## src/rtl/galois_ring_arithmetic_unit_top_macros.svh

```systemverilog
// Assertion macros used by the top-level RTL file.
`ifndef GALOIS_RING_ARITHMETIC_UNIT_TOP_MACROS_SVH
`define GALOIS_RING_ARITHMETIC_UNIT_TOP_MACROS_SVH
`ifndef SYNTHESIS
`define GRAU_ASSERT_SAME(label, pre, post) \
  label: assert property (@(posedge clk) disable iff (!rst_n) (pre) |-> (post)) \
    else $error("grau same-cycle check failed");
`define GRAU_ASSERT_NEXT(label, pre, post) \
  label: assert property (@(posedge clk) disable iff (!rst_n) (pre) |=> (post)) \
    else $error("grau next-cycle check failed");
`else
`define GRAU_ASSERT_SAME(label, pre, post)
`define GRAU_ASSERT_NEXT(label, pre, post)
`endif
`endif

```

## src/rtl/grau_pkg.sv

```systemverilog
package grau_pkg;

  localparam int unsigned WORD_W         = 64;
  localparam int unsigned CVAL_W         = 8;
  localparam int unsigned DEG_W          = 4;
  localparam int unsigned OP_W           = 2;
  localparam int unsigned STEP_BITS      = 4;
  localparam int unsigned APB_AW         = 5;
  localparam int unsigned APB_DW         = 64;
  localparam int unsigned MAX_DEGREE_DEF = 8;
  localparam int unsigned COEF_BITS_DEF  = 8;

  localparam logic [1:0] REG_CHAR = 2'd0;
  localparam logic [1:0] REG_DEG  = 2'd1;
  localparam logic [1:0] REG_MOD  = 2'd2;

  localparam logic [CVAL_W-1:0] CHAR_RST = 8'd2;
  localparam logic [DEG_W-1:0]  DEG_RST  = 4'd1;

  typedef enum logic [OP_W-1:0] {
    OP_ADD = 2'd0,
    OP_MUL = 2'd1,
    OP_NEG = 2'd2
  } op_t;

  // One restoring long-division step: shift in a bit, subtract c if it fits.
  function automatic logic [CVAL_W-1:0] mod_step(input logic [CVAL_W-1:0] rem,
                                                 input logic din,
                                                 input logic [CVAL_W-1:0] cmod);
    logic [CVAL_W:0] v;
    v = {rem, din};
    if (v >= {1'b0, cmod}) v = v - {1'b0, cmod};
    return v[CVAL_W-1:0];
  endfunction

endpackage

```

## src/rtl/grau_modpipe.sv

```systemverilog
module grau_modpipe #(
  parameter int unsigned W     = 8,
  parameter int unsigned LANES = 1,
  parameter int unsigned PW    = 1
) (
  input  logic                                     clk,
  input  logic                                     rst_n,
  input  logic                                     en,
  input  logic                                     in_valid,
  input  logic [LANES-1:0][W-1:0]                  in_x,
  input  logic [grau_pkg::CVAL_W-1:0]              in_c,
  input  logic [PW-1:0]                            in_pay,
  output logic                                     out_valid,
  output logic [LANES-1:0][grau_pkg::CVAL_W-1:0]   out_r,
  output logic [PW-1:0]                            out_pay
);

  localparam int unsigned S   = grau_pkg::STEP_BITS;
  localparam int unsigned NST = (W + S - 1) / S;
  localparam int unsigned CW  = grau_pkg::CVAL_W;

  logic                          valid_r [NST];
  logic [LANES-1:0][W-1:0]       x_r     [NST];
  logic [LANES-1:0][CW-1:0]      rem_r   [NST];
  logic [CW-1:0]                 c_r     [NST];
  logic [PW-1:0]                 pay_r   [NST];

  for (genvar k = 0; k < NST; k++) begin : g_st
    logic                     v_in;
    logic [LANES-1:0][W-1:0]  x_in;
    logic [LANES-1:0][CW-1:0] rem_in;
    logic [CW-1:0]            c_in;
    logic [PW-1:0]            pay_in;
    logic [LANES-1:0][CW-1:0] rem_nxt;

    if (k == 0) begin : g_first
      assign v_in   = in_valid;
      assign x_in   = in_x;
      assign rem_in = '0;
      assign c_in   = in_c;
      assign pay_in = in_pay;
    end else begin : g_next
      assign v_in   = valid_r[k-1];
      assign x_in   = x_r[k-1];
      assign rem_in = rem_r[k-1];
      assign c_in   = c_r[k-1];
      assign pay_in = pay_r[k-1];
    end

    // S dividend bits per stage, MSB first
    for (genvar l = 0; l < LANES; l++) begin : g_lane
      logic [CW-1:0] chain [S+1];
      assign chain[0] = rem_in[l];
      for (genvar t = 0; t < S; t++) begin : g_bit
        localparam int B = int'(W) - 1 - int'(S * k + t);
        if (B >= 0) begin : g_use
          assign chain[t+1] = grau_pkg::mod_step(chain[t], x_in[l][B], c_in);
        end else begin : g_pass
          assign chain[t+1] = chain[t];
        end
      end
      assign rem_nxt[l] = chain[S];
    end

    always_ff @(posedge clk) begin
      if (!rst_n) begin
        valid_r[k] <= 1'b0;
      end else if (en) begin
        valid_r[k] <= v_in;
      end
    end

    always_ff @(posedge clk) begin
      if (en) begin
        x_r[k]   <= x_in;
        rem_r[k] <= rem_nxt;
        c_r[k]   <= c_in;
        pay_r[k] <= pay_in;
      end
    end
  end

  assign out_valid = valid_r[NST-1];
  assign out_r     = rem_r[NST-1];
  assign out_pay   = pay_r[NST-1];

endmodule

```

## config.mk

```make
export PLATFORM = sky130hd
export DESIGN_NAME = grau_modpipe
export DESIGN_NICKNAME = d
export VERILOG_FILES = /design/src/rtl/galois_ring_arithmetic_unit_top_macros.svh /design/src/rtl/grau_pkg.sv /design/src/rtl/grau_modpipe.sv
export SDC_FILE = /design/constraint.sdc
export NUM_CORES = 1
export LEC_CHECK = 0
export BUFFER_PORTS_ARGS = -buffer_cell sky130_fd_sc_hd__buf_4
export CELL_PAD_IN_SITES_DETAIL_PLACEMENT = 2
export CELL_PAD_IN_SITES_GLOBAL_PLACEMENT = 2
export CORE_MARGIN = 8
export CORE_UTILIZATION = 43
export CTS_BUF_LIST = sky130_fd_sc_hd__clkbuf_4 sky130_fd_sc_hd__clkbuf_8
export DETAILED_ROUTE_END_ITERATION = 6
export HOLD_SLACK_MARGIN = 0.03
export PLACE_DENSITY = 0.95
export SLEW_MARGIN = 20
export SYNTH_ARGS = -nofsm -noshare
export SYNTH_HDL_FRONTEND = slang
export SYNTH_SLANG_ARGS = --single-unit
```

## constraint.sdc

```tcl
create_clock -name clk -period 14.3 [get_ports clk]
set_clock_uncertainty 0.2 [all_clocks]
set_input_delay 3.575 -clock clk [delete_from_list [all_inputs] [get_ports clk]]
set_output_delay 3.575 -clock clk [all_outputs]
set_load 0.05 [all_outputs]
```

==> results by group <==
Synth
  • Top cell type's share of synthesized area: 0.225
  • Ys async rst share: 0
  • Adder-Cell Fraction of Synth Area: 0.209
  • Main combinational cell family by area after synthesis: adder cells
  • Post-synthesis mux area share: 0.127
  • Cell taking the most area after synthesis: edfxtp_1
  • YS warnings: 0
  • Compound-Gate Fraction of Synth Area: 0.177
  • Yosys reg bits: 32
  • Post-synthesis simple-gate area fraction: 0.156
  • Primary FF master, synth: edfxtp_1
  • Cell Area, Synth: 0.00414 mm2
  • Top post-synthesis cells by area: edfxtp_1 (23%), ha_1 (18%), mux2_2 (9.5%), xnor2_1 (4.0%), inv_1 (3.5%)
  • Synth Instances: 441
  • Synth Area in XOR/XNOR: 0.0614
  • Syn avg cell area: 9.38 um2
  • Synthesized Nets: 527
  • EDFF count, synth: 31
  • Cell variety after synth: 56
  • Seq/Total Area, Yosys: 0.230

Critical path
  • Slowest CP cell: a2111oi_4
  • Buf+Inv Stages, Crit Path: 4
  • CP Depth: 32
  • Crit. Startpoint: in_c[1]
  • Max incr delay on CP: 760 ps
  • Setup CP Type: input pin to register
  • Worst r2r dst: rem_r[0][11]$_DFFE_PP_
  • Critical Path Sink Type: register
  • Crit path max fanout: 8
  • CP Launch Type: input pin
  • Reg-to-reg setup timing slack: 4410 ps
  • CP arrival: 12370 ps
  • Reg-to-reg startpoint: c_r[0][6]$_DFFE_PP_
  • R2R depth: 30
  • Critical Path End: rem_r[0][2]$_DFFE_PP_
  • Crit-path leading delay family: compound AO/OA/AOI/OAI gates
  • Req. time, crit path: 14140 ps

Job
  • Max-cap violations: 0

Die
  • Starting Density: 0.445
  • Die width: 114 um
  • Die height: 114 um
  • Top-level port count: 31
  • Core ar.: 0.00928 mm2
  • Rows: 35
  • DIE AREA: 0.0130 mm2

Cells and area
  • Synth-to-Final Area Change: 11.2%
  • Fin cells: 605
  • # diodes: 0
  • Final nets: 561
  • Share of cells above drive strength 1: 0.174

Clock network
  • Number of CTS-inserted buffers: 5
  • H-tree Lvls: 2
  • CTS root buffer: clkbuf_8
  • Post-CTS Setup Inserts: 0
  • CTS tree: yes
  • Clock latency on the worst-skew pair: 300 ps
  • Clk buf depth: 2
  • Post-CTS Resized: 0
  • Hold Buf Count CTS: 0
  • Clock transition at path regs: 80 ps
  • CTS sink cnt: 32

Power
  • Int Pwr: 560 uW
  • Sw Share: 0.494
  • Sw Pwr: 546 uW
  • Clk pwr share: 0.068
  • Max VDD drop: 0.131 mV
  • Pwr dens: 241 mW/mm2
  • Combinational power share: 0.787
  • Leak: 2.04 nW
  • Power share of the sequential group: 0.145

STA
  • Fmax: 79.8 MHz
  • Fin crit share: 0.876
  • Worst Tran Pin Value: 1010 ps
  • Slew Limit Fails: 0
  • Tmin final: 12520 ps
  • Final Setup Violations: 0
  • TNS Setup: 0 ps
  • Endpoints failing hold: 0
  • Relative slew slack: 0.323
  • Unrepaired setup endpoints after global routing: false

Route
  • First drt pass iteration count: 4
  • Vias: 3665
  • DRC errors left: 0
  • Final ANT Viol Nets: 0
  • Initial DRC count: 120
  • Wirelength per Cell: 25.0 um
  • WL final: 15100 um
  • Vias per cell: 6.06

Place
  • I/O Buffers: 30
  • Dpl cells: 597
  • Post-DP HPWL: 12600 um
  • Routability cong.: 0.909

Hold path
  • Hold-critical path depth: 0
  • Min-Delay Path Class: register to register

Global routing
  • First-pass GRT wire length: 23600 um
  • Largest net degree at the start of global routing: 34
  • GR Util All Layers: 0.235
  • GRT Residual Overflow: 0
  • Number of global-route vias before repair: 4273
  • Antenna violations before repair: 0

Run status
  • Status: finished, final reports clean
final cells by class:
class,count,area [um2]
multi-input combinational,367,3020
tap,129,161
sequential,32,951
fill,999,4690
clock inverter,3,23.8
timing repair buffer,30,225
clock buffer,5,68.8
inverter,39,146
layer usage:
layer,part of all wire,GRT usage,wire (um),vias up
met1,0.40,0.253,5970,1841
met5,0,0,0,-
li1,-,-,-,1699
met3,0.029,0.0285,439,43
met2,0.53,0.444,8070,82
met4,0.042,0.113,632,0
power groups by stage:
| stage | clock network (mW) | registers [mW] | logic (mW) |
|---|---|---|---|
| after floorplan | 0 | 0.203 | 0.572 |
| after global placement | 0 | 0.160 | 0.755 |
| after detailed placement | 0 | 0.163 | 0.842 |
| after CTS | 0.0760 | 0.161 | 0.864 |
| after global routing | 0.0777 | 0.162 | 0.922 |
| final | 0.0750 | 0.161 | 0.871 |
state kept, by name (all words and copies together) (netlist names):
signal,flops
rem_r,16
c_r,8
x_r,4
pay_r,2
valid_r,2
worst reg2reg max path, delay by kind of cell, from the launching register on:
kind / cells / cell delay [ps]
AO/OA/AOI/OAI: 13 / 4180
AND/OR/NAND/NOR: 8 / 1680
multiplexers: 4 / 1620
adder cells (fa/ha/maj): 4 / 1330
flip-flops: 1 / 390
buffers and inverters: 1 / 230
cell usage after synthesis (2+ instances only):
library cell,instances
ha_1,58
a211oi_1,6
a31oi_1,5
a2111oi_4,2
nand2b_1,10
fa_1,7
a21o_1,8
inv_1,39
mux2_2,35
nand3_1,8
edfxtp_1,31
and2_1,5
or3_1,2
o211ai_1,2
o31ai_1,4
nor2_1,31
xor2_1,10
a21oi_1,24
nand3b_1,2
and3_1,5
nor2b_1,13
xnor2_1,19
nand4_1,7
mux2i_1,12
or3_4,2
and3b_1,2
a21boi_0,4
o21ai_0,21
o21bai_1,3
nand2_1,18
o21a_1,10
or2_2,2
or4_1,2
nor3_1,10
per-stage QoR:
step	hold WS (ps)	util	total power [mW]	cell area, um2	setup WS [ps]
floorplan	200	-	0.775	4140	3470
global placement	208	0.485	0.914	4510	2600
detailed placement	212	0.485	1.00	4510	1720
CTS	232	0.495	1.10	4600	1910
global route	247	0.495	1.16	4600	1310
finish	233	0.495	1.11	4600	1780
cell families after synthesis:
logic type	Yosys count
xor+xnor	29
flops	32
buf+inv	42
simple gates	122
fa+ha+maj	65
compound gates	103
mux	48
placed cells by master, fill, tap and decap left out, types with 3 or more instances in the layout:
cell type | netlist | layout
o31ai_1 | 4 | 4
inv_1 | 39 | 39
clkbuf_8 | 0 | 5
nand4_1 | 7 | 7
o21bai_1 | 3 | 3
fa_1 | 7 | 7
xnor2_1 | 19 | 19
edfxtp_1 | 31 | 31
xor2_1 | 10 | 10
o21a_1 | 10 | 10
a21o_1 | 8 | 8
a21oi_1 | 24 | 24
nand2_1 | 18 | 18
nor3_1 | 10 | 10
and3_1 | 5 | 5
mux2_2 | 35 | 35
o21ai_0 | 21 | 21
a211oi_1 | 6 | 6
and2_1 | 5 | 5
mux2i_1 | 12 | 12
nand2b_1 | 10 | 10
a31oi_1 | 5 | 5
ha_1 | 58 | 58
nor2_1 | 31 | 31
a21boi_0 | 4 | 4
nand3_1 | 8 | 8
buf_4 | 1 | 30
nor2b_1 | 13 | 13
worst min-delay path by stage:
stage | endpoint | start
floorplan | pay_r[0][1]$_DFFE_PP_ | pay_r[0][0]$_DFFE_PP_
global placement | pay_r[0][1]$_DFFE_PP_ | pay_r[0][0]$_DFFE_PP_
detailed placement | pay_r[0][1]$_DFFE_PP_ | pay_r[0][0]$_DFFE_PP_
CTS | pay_r[0][1]$_DFFE_PP_ | pay_r[0][0]$_DFFE_PP_
global route | pay_r[0][1]$_DFFE_PP_ | pay_r[0][0]$_DFFE_PP_
finish | pay_r[0][1]$_DFFE_PP_ | pay_r[0][0]$_DFFE_PP_
No activity file was read; power rests on OpenSTA's default activity.
